[config.mk]
export PLATFORM = sky130hd
export DESIGN_NAME = date_difference_in_days_unit
export DESIGN_NICKNAME = d
export VERILOG_FILES = /design/src/rtl/ddd_pkg.sv /design/src/rtl/ddd_day_number.sv /design/src/rtl/date_difference_in_days_unit.sv
export VERILOG_INCLUDE_DIRS = /design/src /design/src/rtl
export SDC_FILE = /design/constraint.sdc
export NUM_CORES = 2
export LEC_CHECK = 0
export BUFFER_PORTS_ARGS = -buffer_cell sky130_fd_sc_hd__buf_2
export CELL_PAD_IN_SITES_DETAIL_PLACEMENT = 0
export CELL_PAD_IN_SITES_GLOBAL_PLACEMENT = 1
export CORE_MARGIN = 3
export CORE_UTILIZATION = 56
export CTS_CLUSTER_DIAMETER = 40
export DETAILED_ROUTE_END_ITERATION = 8
export HOLD_SLACK_MARGIN = 0.02
export PLACE_DENSITY = 0.91
export SLEW_MARGIN = 0
export SYNTH_ARGS = -nofsm -noshare
export SYNTH_HDL_FRONTEND = slang
export SYNTH_SLANG_ARGS = --single-unit
[constraint.sdc]
create_clock -name clk -period 11.8 [get_ports clk]
set_input_delay 1.18 -clock clk [delete_from_list [all_inputs] [get_ports clk]]
set_output_delay 1.18 -clock clk [all_outputs]
set_load 0.05 [all_outputs]
[src/rtl/assert_macros.svh]
// Assertion helpers shared by the RTL files.
`ifndef ASSERT_MACROS_SVH
`define ASSERT_MACROS_SVH

// The consequent must hold in the same cycle as the antecedent.
`define ASSERT_IMPLIES(label, clk, rst_n, ante, cons, msg) \
  label: assert property (@(posedge clk) disable iff (!rst_n) (ante) |-> (cons)) \
    else $error(msg);

// The consequent must hold in the cycle after the antecedent.
`define ASSERT_NEXT(label, clk, rst_n, ante, cons, msg) \
  label: assert property (@(posedge clk) disable iff (!rst_n) (ante) |=> (cons)) \
    else $error(msg);

`endif

[src/rtl/ddd_pkg.sv]
`timescale 1ns / 1ps

package ddd_pkg;

  // Field widths of the date and result fields.
  localparam int DAY_W   = 5;
  localparam int MONTH_W = 4;
  localparam int YEAR_W  = 14;
  localparam int COUNT_W = 22;
  // Day numbers of shifted years up to 16783 fit in 23 bits.
  localparam int DNUM_W  = 23;

  // Largest count that the result field can carry; larger ones saturate.
  localparam logic [COUNT_W-1:0] COUNT_MAX = {COUNT_W{1'b1}};

  // Smallest day number of a valid date: January 1 of year zero, which falls in
  // shifted year 399 because January and February count with the year before.
  localparam logic [DNUM_W-1:0] DNUM_MIN = DNUM_W'(365 * 399 + 99 - 3 + 0 + 306 + 1);

  // Edges from an accepted transaction to the edge that takes its result.
  localparam int PIPE_LAT = 5;

  // One input transaction: two dates.
  typedef struct packed {
    logic [DAY_W-1:0]   first_day;
    logic [MONTH_W-1:0] first_month;
    logic [YEAR_W-1:0]  first_year;
    logic [DAY_W-1:0]   second_day;
    logic [MONTH_W-1:0] second_month;
    logic [YEAR_W-1:0]  second_year;
  } in_t;

  // One result transaction.
  typedef struct packed {
    logic               dates_ok;
    logic [COUNT_W-1:0] day_count;
  } out_t;

  // A single date as fed to a day-number pipeline.
  typedef struct packed {
    logic [DAY_W-1:0]   day;
    logic [MONTH_W-1:0] month;
    logic [YEAR_W-1:0]  year;
  } date_t;

  // Status and day number leaving a day-number pipeline.
  typedef struct packed {
    logic              vld;
    logic              ok;
    logic [DNUM_W-1:0] num;
  } date_info_t;

endpackage

[src/rtl/ddd_day_number.sv]
`timescale 1ns / 1ps

`include "assert_macros.svh"

module ddd_day_number
  import ddd_pkg::*;
(
  input  logic       clk,
  input  logic       rst_n,
  input  logic       date_vld,
  input  date_t      date_in,
  output date_info_t info_out
);

  // Days from March 1 to the first of the month (year starts in March).
  function automatic logic [8:0] month_offset(input logic [MONTH_W-1:0] m);
    logic [8:0] off;
    case (m)
      4'd3:    off = 9'd0;
      4'd4:    off = 9'd31;
      4'd5:    off = 9'd61;
      4'd6:    off = 9'd92;
      4'd7:    off = 9'd122;
      4'd8:    off = 9'd153;
      4'd9:    off = 9'd184;
      4'd10:   off = 9'd214;
      4'd11:   off = 9'd245;
      4'd12:   off = 9'd275;
      4'd0:    off = 9'd275;
      4'd1:    off = 9'd306;
      4'd13:   off = 9'd306;
      4'd2:    off = 9'd337;
      4'd14:   off = 9'd337;
      default: off = 9'd0;
    endcase
    return off;
  endfunction

  // Month length for every month but February; zero for a bad month.
  function automatic logic [DAY_W-1:0] base_length(input logic [MONTH_W-1:0] m);
    logic [DAY_W-1:0] len;
    case (m)
      4'd1, 4'd3, 4'd5, 4'd7, 4'd8, 4'd10, 4'd12: len = 5'd31;
      4'd4, 4'd6, 4'd9, 4'd11:                    len = 5'd30;
      default:                                    len = 5'd0;
    endcase
    return len;
  endfunction

  localparam logic [YEAR_W:0] YEAR_SHIFT = 15'd400;
  localparam logic [12:0]     RECIP_100  = 13'd5243;

  logic [3:0] vld_r;

  // Stage 1: year quotient by 100, shifted year, month lookups.
  logic [YEAR_W-1:0]  s1_year_r;
  logic [7:0]         s1_qy_r;
  logic [YEAR_W:0]    s1_yy_r;
  logic [8:0]         s1_moff_r;
  logic [DAY_W-1:0]   s1_len_r;
  logic               s1_feb_r;
  logic [DAY_W-1:0]   s1_day_r;

  logic [26:0]        qy_prod;
  logic [YEAR_W:0]    yy_nxt;

  assign qy_prod = date_in.year * RECIP_100;
  assign yy_nxt  = {1'b0, date_in.year} + YEAR_SHIFT
                   - ((date_in.month <= 4'd2) ? 15'd1 : 15'd0);

  always_ff @(posedge clk) begin
    s1_year_r <= date_in.year;
    s1_qy_r   <= qy_prod[26:19];
    s1_yy_r   <= yy_nxt;
    s1_moff_r <= month_offset(date_in.month);
    s1_len_r  <= base_length(date_in.month);
    s1_feb_r  <= (date_in.month == 4'd2);
    s1_day_r  <= date_in.day;
  end

  // Stage 2: leap rule and date check; shifted-year quotient by 100.
  logic [13:0]       rem_prod;
  logic [YEAR_W-1:0] rem100;
  logic              div100;
  logic              leap;
  logic [DAY_W-1:0]  mlen;
  logic [27:0]       qyy_prod;

  assign rem_prod = 14'(s1_qy_r) * 14'd100;
  assign rem100   = s1_year_r - rem_prod;
  assign div100   = (rem100 == '0);
  assign leap     = ((s1_year_r[1:0] == 2'd0) && !div100) || (div100 && s1_qy_r[1:0] == 2'd0);
  assign mlen     = s1_feb_r ? (leap ? 5'd29 : 5'd28) : s1_len_r;
  assign qyy_prod = s1_yy_r * RECIP_100;

  logic              s2_ok_r;
  logic [YEAR_W:0]   s2_yy_r;
  logic [7:0]        s2_qyy_r;
  logic [8:0]        s2_moff_r;
  logic [DAY_W-1:0]  s2_day_r;

  always_ff @(posedge clk) begin
    s2_ok_r   <= (mlen != '0) && (s1_day_r != '0) && (s1_day_r <= mlen);
    s2_yy_r   <= s1_yy_r;
    s2_qyy_r  <= qyy_prod[26:19];
    s2_moff_r <= s1_moff_r;
    s2_day_r  <= s1_day_r;
  end

  // Stage 3: whole years in days, and the small correction terms.
  logic [23:0] yr_days;
  logic [12:0] small_sum;

  assign yr_days   = s2_yy_r * 9'd365;
  assign small_sum = s2_yy_r[YEAR_W:2] - 13'(s2_qyy_r) + 13'(s2_qyy_r[7:2])
                     + 13'(s2_moff_r) + 13'(s2_day_r);

  logic              s3_ok_r;
  logic [DNUM_W-1:0] s3_years_r;
  logic [12:0]       s3_small_r;

  always_ff @(posedge clk) begin
    s3_ok_r    <= s2_ok_r;
    s3_years_r <= yr_days[DNUM_W-1:0];
    s3_small_r <= small_sum;
  end

  // Stage 4: final day number.
  logic              s4_ok_r;
  logic [DNUM_W-1:0] s4_num_r;

  always_ff @(posedge clk) begin
    s4_ok_r  <= s3_ok_r;
    s4_num_r <= s3_years_r + DNUM_W'(s3_small_r);
  end

  // Valid bits travel alongside the data.
  always_ff @(posedge clk) begin
    if (!rst_n) begin
      vld_r <= '0;
    end else begin
      vld_r <= {vld_r[2:0], date_vld};
    end
  end

  assign info_out.vld = vld_r[3];
  assign info_out.ok  = s4_ok_r;
  assign info_out.num = s4_num_r;

  // A valid date never lies before January 1 of year zero.
  `ASSERT_IMPLIES(a_num_floor, clk, rst_n, info_out.vld && info_out.ok, info_out.num >= DNUM_MIN, "day number below the smallest valid date")

  // Every date offered enters the valid chain on the next edge.
  `ASSERT_NEXT(a_vld_enter, clk, rst_n, date_vld, vld_r[0], "offered date lost from the valid chain")

  // Every valid day number comes from a date that passed through the whole valid chain.
  `ASSERT_IMPLIES(a_vld_source, clk, rst_n, info_out.vld, $past(date_vld, 4), "day number without a matching date")

endmodule

[src/rtl/date_difference_in_days_unit.sv]
`timescale 1ns / 1ps

// Gregorian date difference unit.
// Input channel: a transaction is taken at a rising edge with start high and
// busy low. Each transaction carries two dates (day, month, year) in in_data.
// busy is always low: the unit takes one date pair in every cycle.
// Result channel: out_valid is high for exactly one cycle with out_data, which
// holds whether both dates are valid and the absolute day count between them.
// The count is 0 when either date is invalid and saturates at 4194303.
// One result per transaction, in order, shown on out_valid once the
// transaction has passed through every stage. Throughput is one transaction
// per cycle, set by a four-stage day-number pipeline per date and one stage
// for the difference and saturation.
// The receiver cannot hold results off, so nothing ever stalls.
// Reset (rst_n low, synchronous) clears every valid bit; transactions in
// flight are dropped and no result appears until new ones are taken.

`include "assert_macros.svh"

module date_difference_in_days_unit
  import ddd_pkg::*;
(
  input  logic clk,
  input  logic rst_n,
  input  logic start,
  output logic busy,
  input  in_t  in_data,
  output logic out_valid,
  output out_t out_data
);

  logic       accept;
  date_t      date_a;
  date_t      date_b;
  date_info_t info_a;
  date_info_t info_b;

  assign busy   = 1'b0;
  assign accept = start && !busy;

  assign date_a = '{day: in_data.first_day, month: in_data.first_month,
                    year: in_data.first_year};
  assign date_b = '{day: in_data.second_day, month: in_data.second_month,
                    year: in_data.second_year};

  // One day-number pipeline per date.
  ddd_day_number u_num_a (
    .clk      (clk),
    .rst_n    (rst_n),
    .date_vld (accept),
    .date_in  (date_a),
    .info_out (info_a)
  );

  ddd_day_number u_num_b (
    .clk      (clk),
    .rst_n    (rst_n),
    .date_vld (accept),
    .date_in  (date_b),
    .info_out (info_b)
  );

  // Absolute difference with saturation.
  logic              both_ok;
  logic [DNUM_W-1:0] diff_ab;
  logic [DNUM_W-1:0] diff_ba;
  logic [DNUM_W-1:0] mag;
  logic [COUNT_W-1:0] count_nxt;

  assign both_ok   = info_a.ok && info_b.ok;
  assign diff_ab   = info_a.num - info_b.num;
  assign diff_ba   = info_b.num - info_a.num;
  assign mag       = (info_a.num >= info_b.num) ? diff_ab : diff_ba;
  assign count_nxt = !both_ok ? '0 : (mag[DNUM_W-1] ? COUNT_MAX : mag[COUNT_W-1:0]);

  logic out_valid_r;
  out_t out_data_r;

  always_ff @(posedge clk) begin
    if (!rst_n) begin
      out_valid_r <= 1'b0;
    end else begin
      out_valid_r <= info_a.vld && info_b.vld;
    end
  end

  always_ff @(posedge clk) begin
    out_data_r.dates_ok  <= both_ok;
    out_data_r.day_count <= count_nxt;
  end

  assign out_valid = out_valid_r;
  assign out_data  = out_data_r;

  // Every result comes from a transaction that the unit took.
  `ASSERT_IMPLIES(a_out_source, clk, rst_n, out_valid, $past(accept, PIPE_LAT), "result without a matching transaction")

  // An invalid date pair always reports a zero count.
  `ASSERT_IMPLIES(a_bad_zero, clk, rst_n, out_valid && !out_data.dates_ok, out_data.day_count == '0, "nonzero count for invalid dates")

  // The unit never refuses a transaction.
  `ASSERT_NEXT(a_never_busy, clk, rst_n, 1'b1, !busy, "busy raised")

endmodule

==> results summary <==
The worst min-delay path category is reg2reg. The number of fillers in the final layout is 5063. The number of clock sinks came out at 334. TritonCTS built the clock tree. In this run the post-CTS setup repair buffer count came out at 0. The critical path in this run is classified as reg2reg. The number of input and output port buffers inserted is 72. Setup repair after global routing left no endpoint under its margin. Clock tree synthesis selected as its root buffer the cell clkbuf_16. The post-synthesis instance area came out at 34700 um2.

STA classifies the critical path startpoint as a flip-flop. The count of different cell masters after synthesis came out at 86. The final setup TNS is 0 ps. The number of hold-repair buffers added at the cts stage came out at 0.

Summed over all nets, wire length on met3 after detailed routing comes to 2450 um. The net total in the final layout is 4788. The number of antenna violations at the first check in global routing is 4.

Once the floorplan was initialized, standard cells occupied 57.0% of the core. Summing all multi-input logic gate instances after layout gives 24600 um2. The slew at the pin with the worst max-slew slack is 969 ps. The shortest clock period the worst path allows after layout came out at 5520 ps. For this run, the register share of the synthesized area comes to 19.2%. The H-tree depth came out at 2. The mean instance size in the synthesized netlist is 9.96 um2. Setup violations remaining at the end of the flow were counted as 0. Measured against its own limit, the worst slew margin works out to 35.4%. The chip height came out at 255 um. Along the worst path, the maximum fanout reaches 7. The post-route cell area came out at 38000 um2.

The clock latency reported for the late side of the worst-skew pair is 610 ps. For this block, wires on met1 add up to 29700 um. The floorplan step defined a die boundary enclosing 65100 um2. The highest layer touched by signal routing is met5. The share of async-settable or async-resettable flops after synthesis came out at 0%. After detailed routing, the number of vias per cell comes to 5.00.

For the worst setup path, the data required time is 12330 ps. The routed length on met2 came out at 31600 um. The total global routing track utilization is 21.3%. The detailed placement HPWL came out at 55900 um. The post-cts repair resize count is 0.

The total wirelength of the detailed-routed design is 65200 um. The mean routed wirelength per cell came out at 14.6 um. The number of buffers on the longest clock path came out at 3.

In this run, CTS created clock tree buffers numbering 56. The fraction of layout instances using a drive strength above 1 came out at 6.24%. During synthesis, Yosys emitted a total of 0 warnings.

The total congestion overflow after global routing came out at 0. The kind of end point of the critical path is a flip-flop. The weighted congestion reported at the end of routability-driven placement is 0.892. In the synthesized netlist the dominant register cell turns out to be dfxtp_1.

Clock-pin slew was measured on the worst setup and hold paths at 50 ps. The number of placement rows came out at 90. The worst clock skew on the final layout is 24.5 ps. Before antenna repair, the detailed router went through 4 iterations. The via count of the first global-routing pass came out at 23.6k.

The I/O pin count came out at 74. The hold violation count in the final report came out at 0. Once placement finished, the instance area stood at 36000 um2. The area growth from synthesis to layout is 9.43%. The tool flagged a number of max-cap violations equal to 0. The fmax came out at 0.181 GHz. Entering global routing, the biggest net connects 24 pins. The instance count of the mapped netlist is 3487. The area of all sequential standard cells came out at 6690 um2. The first global-routing pass estimated 112000 um of wire. The number of pins exceeding their max-slew limit in the final report came out at 0. The area of the placeable core is 60900 um2. STA puts the critical path data arrival time at 6050 ps. The final critical path takes up 46.8% of the cycle. The net count after synthesis came out at 4686. Counting flops with a built-in enable in the synthesized netlist gives 0. The synthesized design contains 334 register bits. For this run, design rule violations remaining after detail routing come to 0. The flow ran to the end, and the final reports show no timing, DRC or antenna violations. The floorplan step set the die width to 255 um.

The number of vias in the routed layout is 22.3k. The count of nets left with antenna violations after detail routing came out at 0. The starting DRC count in detailed routing came out at 683. The tightest hold path in the finished design has a slack of 324 ps. The setup check on the worst reg-to-reg path leaves a slack of 6280 ps.
[placed cells by master, fill, tap and decap left out, types with 8 or more instances in the layout]
| cell | synthesis | final |
|---|---|---|
| a211o_1 | 8 | 8 |
| a211oi_1 | 20 | 20 |
| a21boi_0 | 10 | 10 |
| a21o_1 | 57 | 57 |
| a21oi_1 | 127 | 127 |
| a21oi_2 | 22 | 22 |
| a31oi_1 | 12 | 12 |
| and2_1 | 11 | 11 |
| and3_1 | 16 | 16 |
| buf_2 | 14 | 72 |
| bufinv_16 | 0 | 8 |
| clkbuf_16 | 0 | 58 |
| dfxtp_1 | 334 | 334 |
| fa_1 | 406 | 406 |
| ha_1 | 744 | 744 |
| inv_1 | 875 | 875 |
| inv_6 | 0 | 12 |
| mux2i_1 | 10 | 10 |
| nand2_1 | 88 | 88 |
| nand2b_1 | 22 | 22 |
| nand3_1 | 25 | 25 |
| nand4_1 | 13 | 13 |
| nor2_1 | 115 | 115 |
| nor2b_1 | 33 | 33 |
| nor3_1 | 34 | 34 |
| o21a_1 | 20 | 20 |
| o21ai_0 | 94 | 94 |
| o21ai_1 | 10 | 10 |
| o21bai_1 | 23 | 23 |
| or3_1 | 18 | 18 |
| xnor2_1 | 144 | 144 |
| xor2_1 | 49 | 49 |
[worst max-delay path: stages, from the launching register on]
cell and delay (ps):
dfxtp_1 630, ha_1 360, inv_1 80, fa_1 430
fa_1 520, inv_1 40, ha_1 280, inv_1 60
fa_1 520, inv_1 40, ha_1 190, a2111oi_0 310
o21ai_1 160, a311oi_1 340, o21bai_1 120, a21oi_1 260
a31oi_1 210, a41o_1 330, or2_1 250, a21oi_1 180
xnor2_1 130
[logic make-up after synthesis]
group | after synthesis | share of synthesized area [%]
other | 1 | 0.0108
adder cells (fa/ha/maj) | 1150 | 50.2
buffers and inverters | 904 | 9.94
XOR/XNOR | 194 | 4.94
AND/OR/NAND/NOR | 401 | 5.67
AO/OA/AOI/OAI | 486 | 9.43
flip-flops | 334 | 19.2
multiplexers | 17 | 0.580
[layer usage]
metal  GRT usage (%)  vias up
li1                -    11400
met1            27.7    10500
met2            37.3      298
met3            3.54      103
met4            5.16        2
met5               0        -
[sequential cells by signal, indices dropped and copies added (netlist names), 14 cells and up]
register / cells
out_data: 23
u_num_a.s3_years_r: 23
u_num_a.s4_num_r: 23
u_num_b.s3_years_r: 23
u_num_b.s4_num_r: 23
u_num_a.s1_yy_r: 15
u_num_a.s2_yy_r: 15
u_num_b.s1_yy_r: 15
u_num_b.s2_yy_r: 15
u_num_a.s1_year_r: 14
u_num_b.s1_year_r: 14
[stage by stage]
step	setup WS, ps	util [%]	std cells
final	6280	62.4	4466
after global routing	5850	62.4	4463
after CTS	6270	62.4	4463
after detailed placement	5690	59.1	4359
after global placement	5770	59.1	4359
after floorplan	6280	-	3487
[final timing paths]
| path | startpoint | endpoint | cells past startpoint |
|---|---|---|---|
| min reg2reg | u_num_b.s1_moff_r[8] | u_num_b.s2_moff_r[8] | 0 |
| min | u_num_b.s1_moff_r[8] | u_num_b.s2_moff_r[8] | 0 |
| max | u_num_a.s1_yy_r[7] | u_num_a.s2_qyy_r[6] | 20 |
| max reg2reg | u_num_a.s1_yy_r[7] | u_num_a.s2_qyy_r[6] | 20 |
[synth_stat cells, types with 25 or more instances]
master / count / area [um2]
inv_1: 875 / 3280
ha_1: 744 / 9310
fa_1: 406 / 8130
dfxtp_1: 334 / 6690
xnor2_1: 144 / 1260
a21oi_1: 127 / 636
nor2_1: 115 / 432
o21ai_0: 94 / 470
nand2_1: 88 / 330
a21o_1: 57 / 428
xor2_1: 49 / 429
nor3_1: 34 / 170
nor2b_1: 33 / 206
nand3_1: 25 / 125
[final cells by class]
type	instances	area share, %
Multi-Input combinational cell	2249	64.7
Sequential cell	334	17.6
Inverter	875	8.64
Clock buffer	66	3.98
Tap cell	828	2.72
Clock inverter	38	1.37
Timing Repair Buffer	73	0.967
Antenna cell	3	0.0197
Power is left out: the tool's default activity adds up to more than one toggle a clock period on the data nets, which glitch-free logic cannot reach.
